File: config.mk
export PLATFORM = sky130hd
export DESIGN_NAME = onewire_bus_master
export DESIGN_NICKNAME = d
export VERILOG_FILES = /design/src/rtl/owm_pkg.sv /design/src/rtl/onewire_bus_master.sv /design/src/rtl/owm_cfg.sv /design/src/rtl/owm_core.sv /design/src/rtl/owm_outreg.sv
export SDC_FILE = /design/constraint.sdc
export NUM_CORES = 1
export LEC_CHECK = 0
export BUFFER_PORTS_ARGS = -buffer_cell sky130_fd_sc_hd__clkbuf_2
export CAP_MARGIN = 20
export CORE_AREA = 3 3 120 111
export CTS_BUF_LIST = sky130_fd_sc_hd__clkbuf_8 sky130_fd_sc_hd__clkbuf_16
export CTS_CLUSTER_SIZE = 30
export DETAILED_ROUTE_END_ITERATION = 12
export DIE_AREA = 0 0 123 114
export HOLD_SLACK_MARGIN = 0.05
export PLACE_DENSITY_LB_ADDON = 0.05
export SLEW_MARGIN = 30
export SYNTH_ARGS = -nofsm -noshare
export SYNTH_HDL_FRONTEND = slang
export SYNTH_SLANG_ARGS = --single-unit
File: constraint.sdc
create_clock -name clk -period 3.7 [get_ports clk]
set_input_delay 0.555 -clock clk [delete_from_list [all_inputs] [get_ports clk]]
set_output_delay 0.555 -clock clk [all_outputs]
set_load 0.05 [all_outputs]
File: src/rtl/owm_pkg.sv
// types, codes and reset constants shared by the 1-wire bus master
// no dependencies

package owm_pkg;

    localparam int BITS_PER_BYTE = 8;
    localparam int BIT_IDX_W     = $clog2(BITS_PER_BYTE);
    localparam int LONG_W        = 10;
    localparam int SHORT_W       = 8;
    localparam int CFG_IDX_W     = 3;
    localparam int CFG_DATA_W    = 10;

    typedef enum logic [3:0] {
        PH_IDLE     = 4'd0,
        PH_RST_LOW  = 4'd1,
        PH_RST_WAIT = 4'd2,
        PH_RST_REC  = 4'd3,
        PH_SLOT     = 4'd4,
        PH_WR_HOLD  = 4'd5,
        PH_WR_REC   = 4'd6,
        PH_RD_WAIT  = 4'd7,
        PH_RD_TAIL  = 4'd8
    } phase_t;

    typedef enum logic [1:0] {
        CMD_RESET = 2'd0,
        CMD_WRITE = 2'd1,
        CMD_READ  = 2'd2,
        CMD_NONE  = 2'd3
    } cmd_t;

    typedef enum logic [CFG_IDX_W-1:0] {
        REG_RESET_LOW   = 3'd0,
        REG_PRES_SAMPLE = 3'd1,
        REG_RESET_REC   = 3'd2,
        REG_SLOT_START  = 3'd3,
        REG_WR_HOLD     = 3'd4,
        REG_WR_REC      = 3'd5,
        REG_RD_SAMPLE   = 3'd6,
        REG_RD_TAIL     = 3'd7
    } cfg_idx_t;

    localparam logic [LONG_W-1:0]  RST_RESET_LOW   = 10'd500;
    localparam logic [LONG_W-1:0]  RST_PRES_SAMPLE = 10'd90;
    localparam logic [LONG_W-1:0]  RST_RESET_REC   = 10'd460;
    localparam logic [SHORT_W-1:0] RST_SLOT_START  = 8'd2;
    localparam logic [SHORT_W-1:0] RST_WR_HOLD     = 8'd76;
    localparam logic [SHORT_W-1:0] RST_WR_REC      = 8'd2;
    localparam logic [SHORT_W-1:0] RST_RD_SAMPLE   = 8'd2;
    localparam logic [SHORT_W-1:0] RST_RD_TAIL     = 8'd76;

    typedef struct packed {
        logic [LONG_W-1:0]  reset_low_time;
        logic [LONG_W-1:0]  presence_sample_time;
        logic [LONG_W-1:0]  reset_recovery_time;
        logic [SHORT_W-1:0] slot_start_time;
        logic [SHORT_W-1:0] write_hold_time;
        logic [SHORT_W-1:0] write_recovery_time;
        logic [SHORT_W-1:0] read_sample_delay;
        logic [SHORT_W-1:0] read_tail_time;
    } cfg_t;

    typedef struct packed {
        logic                     start_req;
        logic [1:0]               operation;
        logic [BITS_PER_BYTE-1:0] write_byte;
        logic                     bus_level;
    } tick_in_t;

    typedef struct packed {
        logic [BITS_PER_BYTE-1:0] read_byte;
        logic                     presence;
        logic                     done_res;
        logic                     busy_res;
        logic                     pull_low;
    } tick_out_t;

endpackage

File: src/rtl/onewire_bus_master.sv
// top level of the 1-wire bus master: streams, timing registers, sequencer
// depends on owm_pkg, owm_cfg, owm_core, owm_outreg
//
//  channel   direction  handshake                   payload
//  s_axis    in         s_axis_tvalid/tready        tdata: write_byte, bus_level
//                                                   tuser: start_req, operation
//  m_axis    out        m_axis_tvalid/tready        tdata: pull_low, busy, done,
//                                                   presence, read_byte
//  cfg       in         cfg_valid/cfg_ready         cfg_index, cfg_data
//
// every item is one microsecond tick; the sequencer finishes it in the cycle it
// is accepted and the result lands in the output register, so one item per cycle
// is sustained as long as the result side takes its items
// rst_n clears the phase state, the read/presence results and the timing
// registers to their default values
// when the output register is full and not taken, s_axis_tready drops and the
// tick stream stalls; config writes are always taken

module onewire_bus_master
    import owm_pkg::*;
(
    input  logic                  clk,
    input  logic                  rst_n,

    input  logic                  s_axis_tvalid,
    output logic                  s_axis_tready,
    input  logic [15:0]           s_axis_tdata,  // [7:0] write_byte, [8] bus_level, rest 0
    input  logic [2:0]            s_axis_tuser,  // [0] start_req, [2:1] operation

    output logic                  m_axis_tvalid,
    input  logic                  m_axis_tready,
    output logic [15:0]           m_axis_tdata,  // [0] pull_low, [1] busy_res,
                                                 // [2] done_res, [3] presence,
                                                 // [11:4] read_byte, rest 0

    input  logic                  cfg_valid,
    output logic                  cfg_ready,
    input  logic [CFG_IDX_W-1:0]  cfg_index,
    input  logic [CFG_DATA_W-1:0] cfg_data
);

    cfg_t      cfg;
    tick_in_t  tick_in;
    tick_out_t tick_out;
    tick_out_t res;
    logic      in_accept;
    logic      can_load;

    // config writes need no back-pressure
    assign cfg_ready = 1'b1;

    // unpack the incoming tick item
    assign tick_in.start_req  = s_axis_tuser[0];
    assign tick_in.operation  = s_axis_tuser[2:1];
    assign tick_in.write_byte = s_axis_tdata[7:0];
    assign tick_in.bus_level  = s_axis_tdata[8];

    assign s_axis_tready = can_load;
    assign in_accept     = s_axis_tvalid && can_load;

    owm_cfg u_cfg
    (
        .clk      (clk),
        .rst_n    (rst_n),
        .wr_en    (cfg_valid && cfg_ready),
        .wr_index (cfg_index),
        .wr_data  (cfg_data),
        .cfg      (cfg)
    );

    // phase state advances only on an accepted tick
    owm_core u_core
    (
        .clk      (clk),
        .rst_n    (rst_n),
        .tick_en  (in_accept),
        .tick_in  (tick_in),
        .cfg      (cfg),
        .tick_out (tick_out)
    );

    owm_outreg u_out
    (
        .clk       (clk),
        .rst_n     (rst_n),
        .load      (in_accept),
        .load_data (tick_out),
        .take      (m_axis_tready),
        .can_load  (can_load),
        .valid     (m_axis_tvalid),
        .data      (res)
    );

    // pack the result item, low bits first
    assign m_axis_tdata = {4'b0000, res.read_byte, res.presence, res.done_res,
                           res.busy_res, res.pull_low};

    // an accepted tick always shows up as a result next cycle
    a_accept_gives_result: assert property (@(posedge clk) disable iff (!rst_n)
        in_accept |=> m_axis_tvalid)
        else $error("accepted tick produced no result");

    // a finishing tick never reports busy
    a_done_not_busy: assert property (@(posedge clk) disable iff (!rst_n)
        m_axis_tvalid |-> !(res.done_res && res.busy_res))
        else $error("done and busy both set");

    // the line is only driven during a command
    a_pull_needs_busy: assert property (@(posedge clk) disable iff (!rst_n)
        (m_axis_tvalid && res.pull_low) |-> res.busy_res)
        else $error("bus pulled low while not busy");

endmodule

File: src/rtl/owm_cfg.sv
// timing register file of the 1-wire bus master
// depends on owm_pkg

module owm_cfg
    import owm_pkg::*;
(
    input  logic                  clk,
    input  logic                  rst_n,
    input  logic                  wr_en,
    input  logic [CFG_IDX_W-1:0]  wr_index,
    input  logic [CFG_DATA_W-1:0] wr_data,
    output cfg_t                  cfg
);

    cfg_t cfg_reg;
    cfg_t cfg_next;

    always_comb
    begin
        cfg_next = cfg_reg;
        if (wr_en)
        begin
            case (cfg_idx_t'(wr_index))
                REG_RESET_LOW:   cfg_next.reset_low_time       = wr_data[LONG_W-1:0];
                REG_PRES_SAMPLE: cfg_next.presence_sample_time = wr_data[LONG_W-1:0];
                REG_RESET_REC:   cfg_next.reset_recovery_time  = wr_data[LONG_W-1:0];
                REG_SLOT_START:  cfg_next.slot_start_time      = wr_data[SHORT_W-1:0];
                REG_WR_HOLD:     cfg_next.write_hold_time      = wr_data[SHORT_W-1:0];
                REG_WR_REC:      cfg_next.write_recovery_time  = wr_data[SHORT_W-1:0];
                REG_RD_SAMPLE:   cfg_next.read_sample_delay    = wr_data[SHORT_W-1:0];
                REG_RD_TAIL:     cfg_next.read_tail_time       = wr_data[SHORT_W-1:0];
                default:         cfg_next = cfg_reg;
            endcase
        end
    end

    always_ff @(posedge clk or negedge rst_n)
    begin
        if (!rst_n)
        begin
            cfg_reg.reset_low_time       <= RST_RESET_LOW;
            cfg_reg.presence_sample_time <= RST_PRES_SAMPLE;
            cfg_reg.reset_recovery_time  <= RST_RESET_REC;
            cfg_reg.slot_start_time      <= RST_SLOT_START;
            cfg_reg.write_hold_time      <= RST_WR_HOLD;
            cfg_reg.write_recovery_time  <= RST_WR_REC;
            cfg_reg.read_sample_delay    <= RST_RD_SAMPLE;
            cfg_reg.read_tail_time       <= RST_RD_TAIL;
        end
        else
        begin
            cfg_reg <= cfg_next;
        end
    end

    assign cfg = cfg_reg;

endmodule

File: src/rtl/owm_core.sv
// phase sequencer of the 1-wire bus master: one tick per accepted item
// depends on owm_pkg

module owm_core
    import owm_pkg::*;
(
    input  logic      clk,
    input  logic      rst_n,
    input  logic      tick_en,
    input  tick_in_t  tick_in,
    input  cfg_t      cfg,
    output tick_out_t tick_out
);

    phase_t                   phase_reg, phase_next;
    logic [LONG_W-1:0]        tick_count_reg, tick_count_next;
    logic [BIT_IDX_W-1:0]     bit_index_reg, bit_index_next;
    logic [BITS_PER_BYTE-1:0] shift_byte_reg, shift_byte_next;
    cmd_t                     command_reg, command_next;
    logic                     presence_reg, presence_next;
    logic [BITS_PER_BYTE-1:0] read_result_reg, read_result_next;

    phase_t                   ph;
    logic [LONG_W-1:0]        count_inc;
    logic [LONG_W-1:0]        phase_len;
    logic [LONG_W-1:0]        raw_len;
    logic                     bit_value;
    logic                     start_ok;
    logic                     pull;
    logic                     done;

    assign start_ok = (phase_reg == PH_IDLE) && tick_in.start_req
                      && (cmd_t'(tick_in.operation) != CMD_NONE);

    always_comb
    begin
        case (ph)
            PH_RST_LOW:  raw_len = cfg.reset_low_time;
            PH_RST_WAIT: raw_len = cfg.presence_sample_time;
            PH_RST_REC:  raw_len = cfg.reset_recovery_time;
            PH_SLOT:     raw_len = LONG_W'(cfg.slot_start_time);
            PH_WR_HOLD:  raw_len = LONG_W'(cfg.write_hold_time);
            PH_WR_REC:   raw_len = LONG_W'(cfg.write_recovery_time);
            PH_RD_WAIT:  raw_len = LONG_W'(cfg.read_sample_delay);
            default:     raw_len = LONG_W'(cfg.read_tail_time);
        endcase
        // a zero duration behaves as a single tick
        phase_len = (raw_len == '0) ? LONG_W'(1) : raw_len;
    end

    always_comb
    begin
        ph               = phase_reg;
        tick_count_next  = tick_count_reg;
        bit_index_next   = bit_index_reg;
        shift_byte_next  = shift_byte_reg;
        command_next     = command_reg;
        presence_next    = presence_reg;
        read_result_next = read_result_reg;
        pull             = 1'b0;
        done             = 1'b0;

        if (start_ok)
        begin
            command_next    = cmd_t'(tick_in.operation);
            tick_count_next = '0;
            bit_index_next  = '0;
            shift_byte_next = (cmd_t'(tick_in.operation) == CMD_WRITE) ?
                              tick_in.write_byte : '0;
            ph              = (cmd_t'(tick_in.operation) == CMD_RESET) ?
                              PH_RST_LOW : PH_SLOT;
        end

        phase_next = ph;
        bit_value  = shift_byte_next[bit_index_next];
        count_inc  = tick_count_next + LONG_W'(1);

        if (ph != PH_IDLE)
        begin
            if (ph == PH_RST_LOW || ph == PH_SLOT)
                pull = 1'b1;
            else if (ph == PH_WR_HOLD)
                pull = !bit_value;

            tick_count_next = count_inc;
            if (count_inc >= phase_len)
            begin
                tick_count_next = '0;
                case (ph)
                    PH_RST_LOW:  phase_next = PH_RST_WAIT;
                    PH_RST_WAIT:
                    begin
                        presence_next = !tick_in.bus_level;
                        phase_next    = PH_RST_REC;
                    end
                    PH_RST_REC:
                    begin
                        phase_next = PH_IDLE;
                        done       = 1'b1;
                    end
                    PH_SLOT:
                        phase_next = (command_next == CMD_WRITE) ? PH_WR_HOLD : PH_RD_WAIT;
                    PH_WR_HOLD:  phase_next = PH_WR_REC;
                    PH_RD_WAIT:
                    begin
                        shift_byte_next[bit_index_next] = shift_byte_next[bit_index_next]
                                                          | tick_in.bus_level;
                        phase_next = PH_RD_TAIL;
                    end
                    default:
                    begin
                        // write recovery or read tail closes the slot
                        if (bit_index_next == BIT_IDX_W'(BITS_PER_BYTE - 1))
                        begin
                            phase_next = PH_IDLE;
                            done       = 1'b1;
                            if (ph == PH_RD_TAIL)
                                read_result_next = shift_byte_next;
                        end
                        else
                        begin
                            bit_index_next = bit_index_next + BIT_IDX_W'(1);
                            phase_next     = PH_SLOT;
                        end
                    end
                endcase
            end
        end

        tick_out.pull_low  = pull;
        tick_out.busy_res  = (phase_next != PH_IDLE);
        tick_out.done_res  = done;
        tick_out.presence  = presence_next;
        tick_out.read_byte = read_result_next;
    end

    always_ff @(posedge clk or negedge rst_n)
    begin
        if (!rst_n)
        begin
            phase_reg       <= PH_IDLE;
            tick_count_reg  <= '0;
            bit_index_reg   <= '0;
            shift_byte_reg  <= '0;
            command_reg     <= CMD_RESET;
            presence_reg    <= 1'b0;
            read_result_reg <= '0;
        end
        else if (tick_en)
        begin
            phase_reg       <= phase_next;
            tick_count_reg  <= tick_count_next;
            bit_index_reg   <= bit_index_next;
            shift_byte_reg  <= shift_byte_next;
            command_reg     <= command_next;
            presence_reg    <= presence_next;
            read_result_reg <= read_result_next;
        end
    end

endmodule

File: src/rtl/owm_outreg.sv
// result register between the sequencer and the master-side stream
// depends on owm_pkg

module owm_outreg
    import owm_pkg::*;
(
    input  logic      clk,
    input  logic      rst_n,
    input  logic      load,
    input  tick_out_t load_data,
    input  logic      take,
    output logic      can_load,
    output logic      valid,
    output tick_out_t data
);

    logic      valid_reg, valid_next;
    tick_out_t data_reg;

    assign can_load   = !valid_reg || take;
    assign valid_next = load ? 1'b1 : (take ? 1'b0 : valid_reg);

    always_ff @(posedge clk or negedge rst_n)
    begin
        if (!rst_n)
            valid_reg <= 1'b0;
        else
            valid_reg <= valid_next;
    end

    always_ff @(posedge clk)
    begin
        if (load)
            data_reg <= load_data;
    end

    assign valid = valid_reg;
    assign data  = data_reg;

endmodule
After elaboration in Yosys (flattened, before gate mapping)
Index checks and enable logic that the tools add are counted.
Word-level totals
  input bits: 37
  output and inout bits: 19
  word-level logic and storage cells: 115
  register bits: 119
Cells by class
  $add $sub $neg: 2
  reductions and logical operators: 27
  muxes and demuxes: 42
  bitwise logic cells: 1
  equality and inequality tests: 19
  magnitude comparators: 3
Operators by type and width (number)
  $mux W8: 10
  $pmux W10 S7: 1
  $mux W10: 4
  $pmux W4 S6: 1
  $mux W3: 7
  $reduce_and A2 Y1: 9
  $eq A4 B3 Y1 const B: 4
  $eq A3 B3 Y1 const B: 5
  $mux W4: 3
  $add A10 B1 Y10 const B: 1
  $ge A10 B10 Y1: 1
  $logic_not A10 Y1: 1
  $mux W1: 10
  $bwmux W8: 1
  $eq A4 B2 Y1 const B: 2
  $reduce_bool A4 Y1: 2
  $eq A3 B2 Y1 const B: 2
  $reduce_or A6 Y1: 1
  $reduce_or A5 Y1: 1
  $eq A2 B1 Y1 const B: 2
  $eq A4 B1 Y1 const B: 1
  $eq A4 B4 Y1 const B: 1
  $logic_and A1 B1 Y1: 4
  $logic_not A4 Y1: 1
  other kinds (15): 19

Depth between registers and ports, before layout
  depth after elaboration: 12
  depth in mapped cells: 20
  gate-level depth less buffers: 17

Modules after synthesis
From an unflattened synthesis, not the netlist that was laid out.
Second synthesis, totals
  cell total of the unflattened synthesis: 601
  area total of the unflattened synthesis: 6880.3 um2
By module, submodules not included
  owm_core: times used 1, seq. area each 900.9 um2, area an instance 3494.6 um2, cells an instance 422
  owm_cfg: times used 1, seq. area each 1781.7 um2, area an instance 2926.6 um2, cells an instance 156
  owm_outreg: times used 1, seq. area each 385.4 um2, area an instance 407.9 um2, cells an instance 15
  onewire_bus_master: times used 1, seq. area each 0.0 um2, area an instance 51.3 um2, cells an instance 8

Worst setup path after synthesis
No wires, ideal clock.
  path type: input-to-reg
  start: input s_axis_tuser[1]
  end: register u_core.read_result_reg[0]
  required time: 3.575 ns
  data arrival time: 4.243 ns
  path slack: -0.668 ns
  cell stages on the path: 18
  path through: buf_2 > a21boi_2 > nand2_2 > buf_2 > clkbuf_1 > and2_1 > ha_1 > nand3_1 > or3_4 > and3_1 > o21bai_1 > ha_1 > a2111oi_0 > o21ai_2 > nand2_2 > or3_1 > buf_6 > mux2_4
On the way
  longest elaborated chain between the ends: 10
  elaborated cells on any way between the ends: 31
Ends and longest elaborated chain
  start: declaration: RTL line onewire_bus_master.sv:28  | input logic [2:0] s_axis_tuser,
  $logic_not A2 Y1 / $ne A2 B2 Y1 (equally long branches): RTL line owm_core.sv:70, owm_core.sv:33
  $mux W3 / $logic_and A1 B1 Y1 (equally long branches): RTL line owm_core.sv:70, owm_core.sv:33
  $mux W4: RTL line owm_core.sv:63  | if (start_ok)
  $eq A4 B3 Y1 (tied with other cells): RTL line owm_core.sv:37, owm_core.sv:89
  $pmux W10 S7: RTL line owm_core.sv:37  | case (ph)
  $logic_not A10 Y1: RTL line owm_core.sv:48  | phase_len = (raw_len == '0) ? LONG_W'(1) : raw_len;
  $mux W10: RTL line owm_core.sv:48
  $ge A10 B10 Y1: RTL line owm_core.sv:86  | if (count_inc >= phase_len)
  $mux W8: RTL line owm_core.sv:86
  $mux W8 *: RTL line owm_core.sv:78  | if (ph != PH_IDLE)
  end signal: assignment: RTL line owm_core.sv:157  | read_result_reg <= read_result_next;
  end: declaration: RTL line owm_core.sv:21  | logic [BITS_PER_BYTE-1:0] read_result_reg, read_result_next;
Every way passes the cells marked *; elsewhere a longest branch is shown, timed or not.
A chain may end at the register's enable or synchronous reset.

Final worst setup path
  start: register u_core.phase_reg[0]
  end: register u_core.read_result_reg[3]
On the way
  longest elaborated chain between the ends: 11
  elaborated cells on any way between the ends: 28
Ends and longest elaborated chain
  start: declaration: RTL line owm_core.sv:15  | phase_t phase_reg, phase_next;
  start signal: assignment: RTL line owm_core.sv:151  | phase_reg <= phase_next;
  $logic_not A4 Y1: RTL line owm_core.sv:32  | assign start_ok = (phase_reg == PH_IDLE) && tick_in.start_req
  $logic_and A1 B1 Y1: RTL line owm_core.sv:32
  $logic_and A1 B1 Y1: RTL line owm_core.sv:33  | && (cmd_t'(tick_in.operation) != CMD_NONE);
  $mux W4: RTL line owm_core.sv:63
  $eq A4 B3 Y1 (tied with other cells): RTL line owm_core.sv:37, owm_core.sv:89
  $pmux W10 S7: RTL line owm_core.sv:37
  $logic_not A10 Y1: RTL line owm_core.sv:48
  $mux W10: RTL line owm_core.sv:48
  $ge A10 B10 Y1: RTL line owm_core.sv:86
  $mux W8: RTL line owm_core.sv:86
  $mux W8 *: RTL line owm_core.sv:78
Marks and branches as above.

==> impl_metrics.env <==
export IMPL_final_net_count=706
export IMPL_fin_crit_sh=1.00
export IMPL_ys_types=79
export IMPL_synth_cells=570
export IMPL_ant_nets=0
export IMPL_skew_ns=0.0117
export IMPL_synth_edf_count=12
export IMPL_grt_use_total=0.243
export IMPL_post_drt_wl_per_cell_um=19.2
export IMPL_postCtsHoldBufs=0
export IMPL_synth_warnings=0
export IMPL_p_sw_frac=0.373
export IMPL_path_buf_inv=1
export IMPL_cpMaxStageDelayCell="or4b_4"
export IMPL_p_leak_nw=3.51
export IMPL_io_pins=56
export IMPL_vdd_drop_max_mv=0.548
export IMPL_p_int_mw=4.36
export IMPL_cts_tree="done"
export IMPL_numCtsBuffers=17
export IMPL_layout_setup_ws_ns=-0.00670
export IMPL_start_util=0.542
export IMPL_p_sw_mw=2.59
export IMPL_layout_drive_gt1_share=0.449
export IMPL_violations="negative setup slack"
export IMPL_end_kind="register"
export IMPL_status="complete, but fails checks"
export IMPL_rsz0062_at_grt="yes"
export IMPL_grt_first_pass_wirelength_mm=26.0
export IMPL_synth_xor_area_frac=0.0107
export IMPL_worst_setup_hold_path_clk_slew_ns=0.05
export IMPL_clk_latency_ns=0.43
export IMPL_place_hpwl_mm=11.0
export IMPL_cts_htree_levels=4
export IMPL_syn_to_final_growth_pct=23.5
export IMPL_cpPeakStageDelay_ns=0.57
export IMPL_max_freq_ghz=0.270
export IMPL_hold_violations=0
export IMPL_synth_compound_area_frac=0.112
export IMPL_num_vias=4883
export IMPL_synth_area_per_cell_um2=11.4
export IMPL_synth_top_family_by_area="multiplexers"
export IMPL_fin_total_pwr_mw=6.95
export IMPL_critPathRequiredTime_ns=4.00
export IMPL_drt_pass1_iterations=4
export IMPL_finalMaxSlewViolations=0
export IMPL_grt_start_max_net_pins=65
export IMPL_synth_async_reset_ratio=0.899
export IMPL_worst_slew_pin_transition_ns=0.851
export IMPL_p_comb_frac=0.489
export IMPL_cts_max_path_buffers=2
export IMPL_drt_vias_per_instance=5.88
export IMPL_largest_reg_flops=70
export IMPL_synth_fa_ha_area_frac=0.0230
export IMPL_crit_family="simple AND/OR/NAND/NOR gates"
export IMPL_die_area_um2=14000
export IMPL_gp_congestion=0.908
export IMPL_drtIter0Drc=387
export IMPL_hold_class="in2async"
export IMPL_post_route_min_period_ns=3.71
export IMPL_power_density_nw_per_um2=862
export IMPL_start_kind="register"
export IMPL_synth_simple_area_share=0.141
export IMPL_ys_flop_type="dfrtp_1"
export IMPL_io_buffers=43
export IMPL_worst_endpoint_arrival_ns=4.01
export IMPL_core_um2=12000
export IMPL_cp_cell_sequence="or4b_4 > o2bb2ai_4 > buf_12 > o2bb2ai_2 > a211oi_2 > and4_4 > nand4_1 > o2111ai_2 > ha_1 > nand2b_4 > a21o_1 > a31oi_4 > o21ai_2 > nand2_2 > or3_4 > mux2_4"
export IMPL_synth_mux_area_fraction=0.205
export IMPL_core_rowCount=38
export IMPL_grt_ovfl_total=0
export IMPL_seq_area_frac_synth=0.471
export IMPL_wirelength_mm=16.0
export IMPL_drc=0
export IMPL_slew_headroom=0.433
export IMPL_synth_area_um2=6520
export IMPL_drv_cap=0
export IMPL_hold_slack_ns=0.254
export IMPL_antenna_cells=0
export IMPL_dieWidth_um=123
export IMPL_fillers=915
export IMPL_cts_sinks=119
export IMPL_p_clk_frac=0.241
export IMPL_setup_viol=1
export IMPL_ys_ff_latch=119
export IMPL_seqPwrFrac=0.270
export IMPL_crit_type="reg2reg"
export IMPL_grt_pass1_vias=4923
export IMPL_cp_max_fo=8
export IMPL_root_buffer="clkbuf_16"
export IMPL_die_y_um=114
export IMPL_antenna_found_initial=0
[repair_timing]
item                                    in CTS  in global routing
setup buffers                                2                  3
pin swaps                                    5                  5
gates cloned                                 0                  0
endpoints found under the setup margin      26                 33
gates resized for setup                      9                 25
[layout make-up]
cell class	instances	area [um2]	area share
clock buffers	22	528	0.0656
clock inverters	10	88.8	0.0110
inverters	5	18.8	0.00233
multi-input cells	412	3430	0.426
flip-flops and latches	119	3070	0.381
well taps	160	200	0.0249
repair buffers	102	714	0.0887
[per-stage QoR]
stage | setup slack [ns] | TNS [ns] | cells | utilization | area [um2]
after detailed placement | -0.368 | -10.67 | 795 | 0.603 | 7250
after floorplan | -0.0281 | -0.313 | 573 | - | 6600
after CTS | 0.0110 | 0 | 828 | 0.659 | 7920
after global routing | -0.113 | -1.07 | 830 | 0.670 | 8050
after global placement | -0.339 | -10.08 | 795 | 0.602 | 7240
final | -0.00670 | -0.00670 | 830 | 0.670 | 8050
[synth_stat cells (all sizes together) (3+ instances only)]
cell type / number / share of area
mux2: 90 / 0.16
dfrtp: 83 / 0.32
nand2: 64 / 0.038
buf: 25 / 0.026
mux2i: 25 / 0.038
dfstp: 24 / 0.097
o21ai: 24 / 0.021
nor2: 23 / 0.014
nand3: 19 / 0.015
a21oi: 12 / 0.0092
clkbuf: 12 / 0.0069
edfxtp: 12 / 0.055
ha: 12 / 0.023
nor3: 8 / 0.0084
and2: 7 / 0.0067
o22ai: 7 / 0.0067
and3: 6 / 0.0067
nand2b: 6 / 0.0058
nand4: 6 / 0.0058
nand4b: 6 / 0.0081
xnor2: 6 / 0.0081
a21o: 5 / 0.0058
inv: 5 / 0.0029
nor2b: 5 / 0.0048
nor3b: 5 / 0.0065
o31ai: 5 / 0.0058
or3: 5 / 0.0056
a211oi: 4 / 0.0054
a31oi: 4 / 0.0038
nor4: 4 / 0.0061
o211ai: 4 / 0.0046
nand3b: 3 / 0.0035
o211a: 3 / 0.0046
o21a: 3 / 0.0035
o2bb2ai: 3 / 0.0069
[path summary, 6_finish.rpt]
kind                                              to                start  cells after the start  slack [ns]
setup / recovery           u_core.read_result_reg[3]  u_core.phase_reg[0]                     16      -0.007
hold / removal              u_core.tick_count_reg[8]                rst_n                      1        0.25
setup reg to reg           u_core.read_result_reg[3]  u_core.phase_reg[0]                     16      -0.007
hold reg to reg                        u_cfg.cfg[61]        u_cfg.cfg[61]                      1        0.51
max in group asynchronous              u_cfg.cfg[42]                rst_n                      2        2.66
min in group clk                         u_out.valid        s_axis_tvalid                      2        0.34
[logic make-up (layout without fill, tap and decap cells)]
family,after synthesis,after routing
buffers and inverters,42,139
muxes,117,117
adders and majority gates,12,12
AOI/OAI and AO/OA,99,99
DFF,119,119
other,2,5
xor gates and xnor gates,8,8
and+or+nand+nor,171,171
[power by group through the flow]
| stage | registers [mW] | logic, mW | clock network [mW] |
|---|---|---|---|
| 3_5_place_dp | 1.88 | 3.03 | 0 |
| 6_report | 1.87 | 3.40 | 1.67 |
| 3_3_place_gp | 1.87 | 2.97 | 0 |
| 5_1_grt | 1.92 | 3.67 | 1.76 |
| 2_1_floorplan | 1.86 | 1.89 | 0 |
| 4_1_cts | 1.87 | 3.18 | 1.70 |
[routing by layer]
metal	GRT usage	share of wire	vias to the layer above
met1	0.318	0.44	2462
met2	0.399	0.50	119
li1	-	-	2273
met4	0.0827	0.020	0
met3	0.0540	0.043	29
met5	0	0	-
[layout by cell type, fill, tap and decap left out, drive strengths merged, types with 5 or more instances in the layout]
cell / instances
nand2b: 6
nand4b: 6
clkbuf: 64
buf: 60
dfstp: 24
edfxtp: 12
nand3: 19
o22ai: 7
mux2: 90
mux2i: 25
a21oi: 12
dfrtp: 83
nor3b: 5
nand2: 64
inv: 9
and3: 6
or3: 5
conb: 5
and2: 7
nor3: 8
ha: 12
a21o: 5
nand4: 6
xnor2: 6
o21ai: 24
o31ai: 5
nor2b: 5
nor2: 23
(Power assumes the default switching activity.)
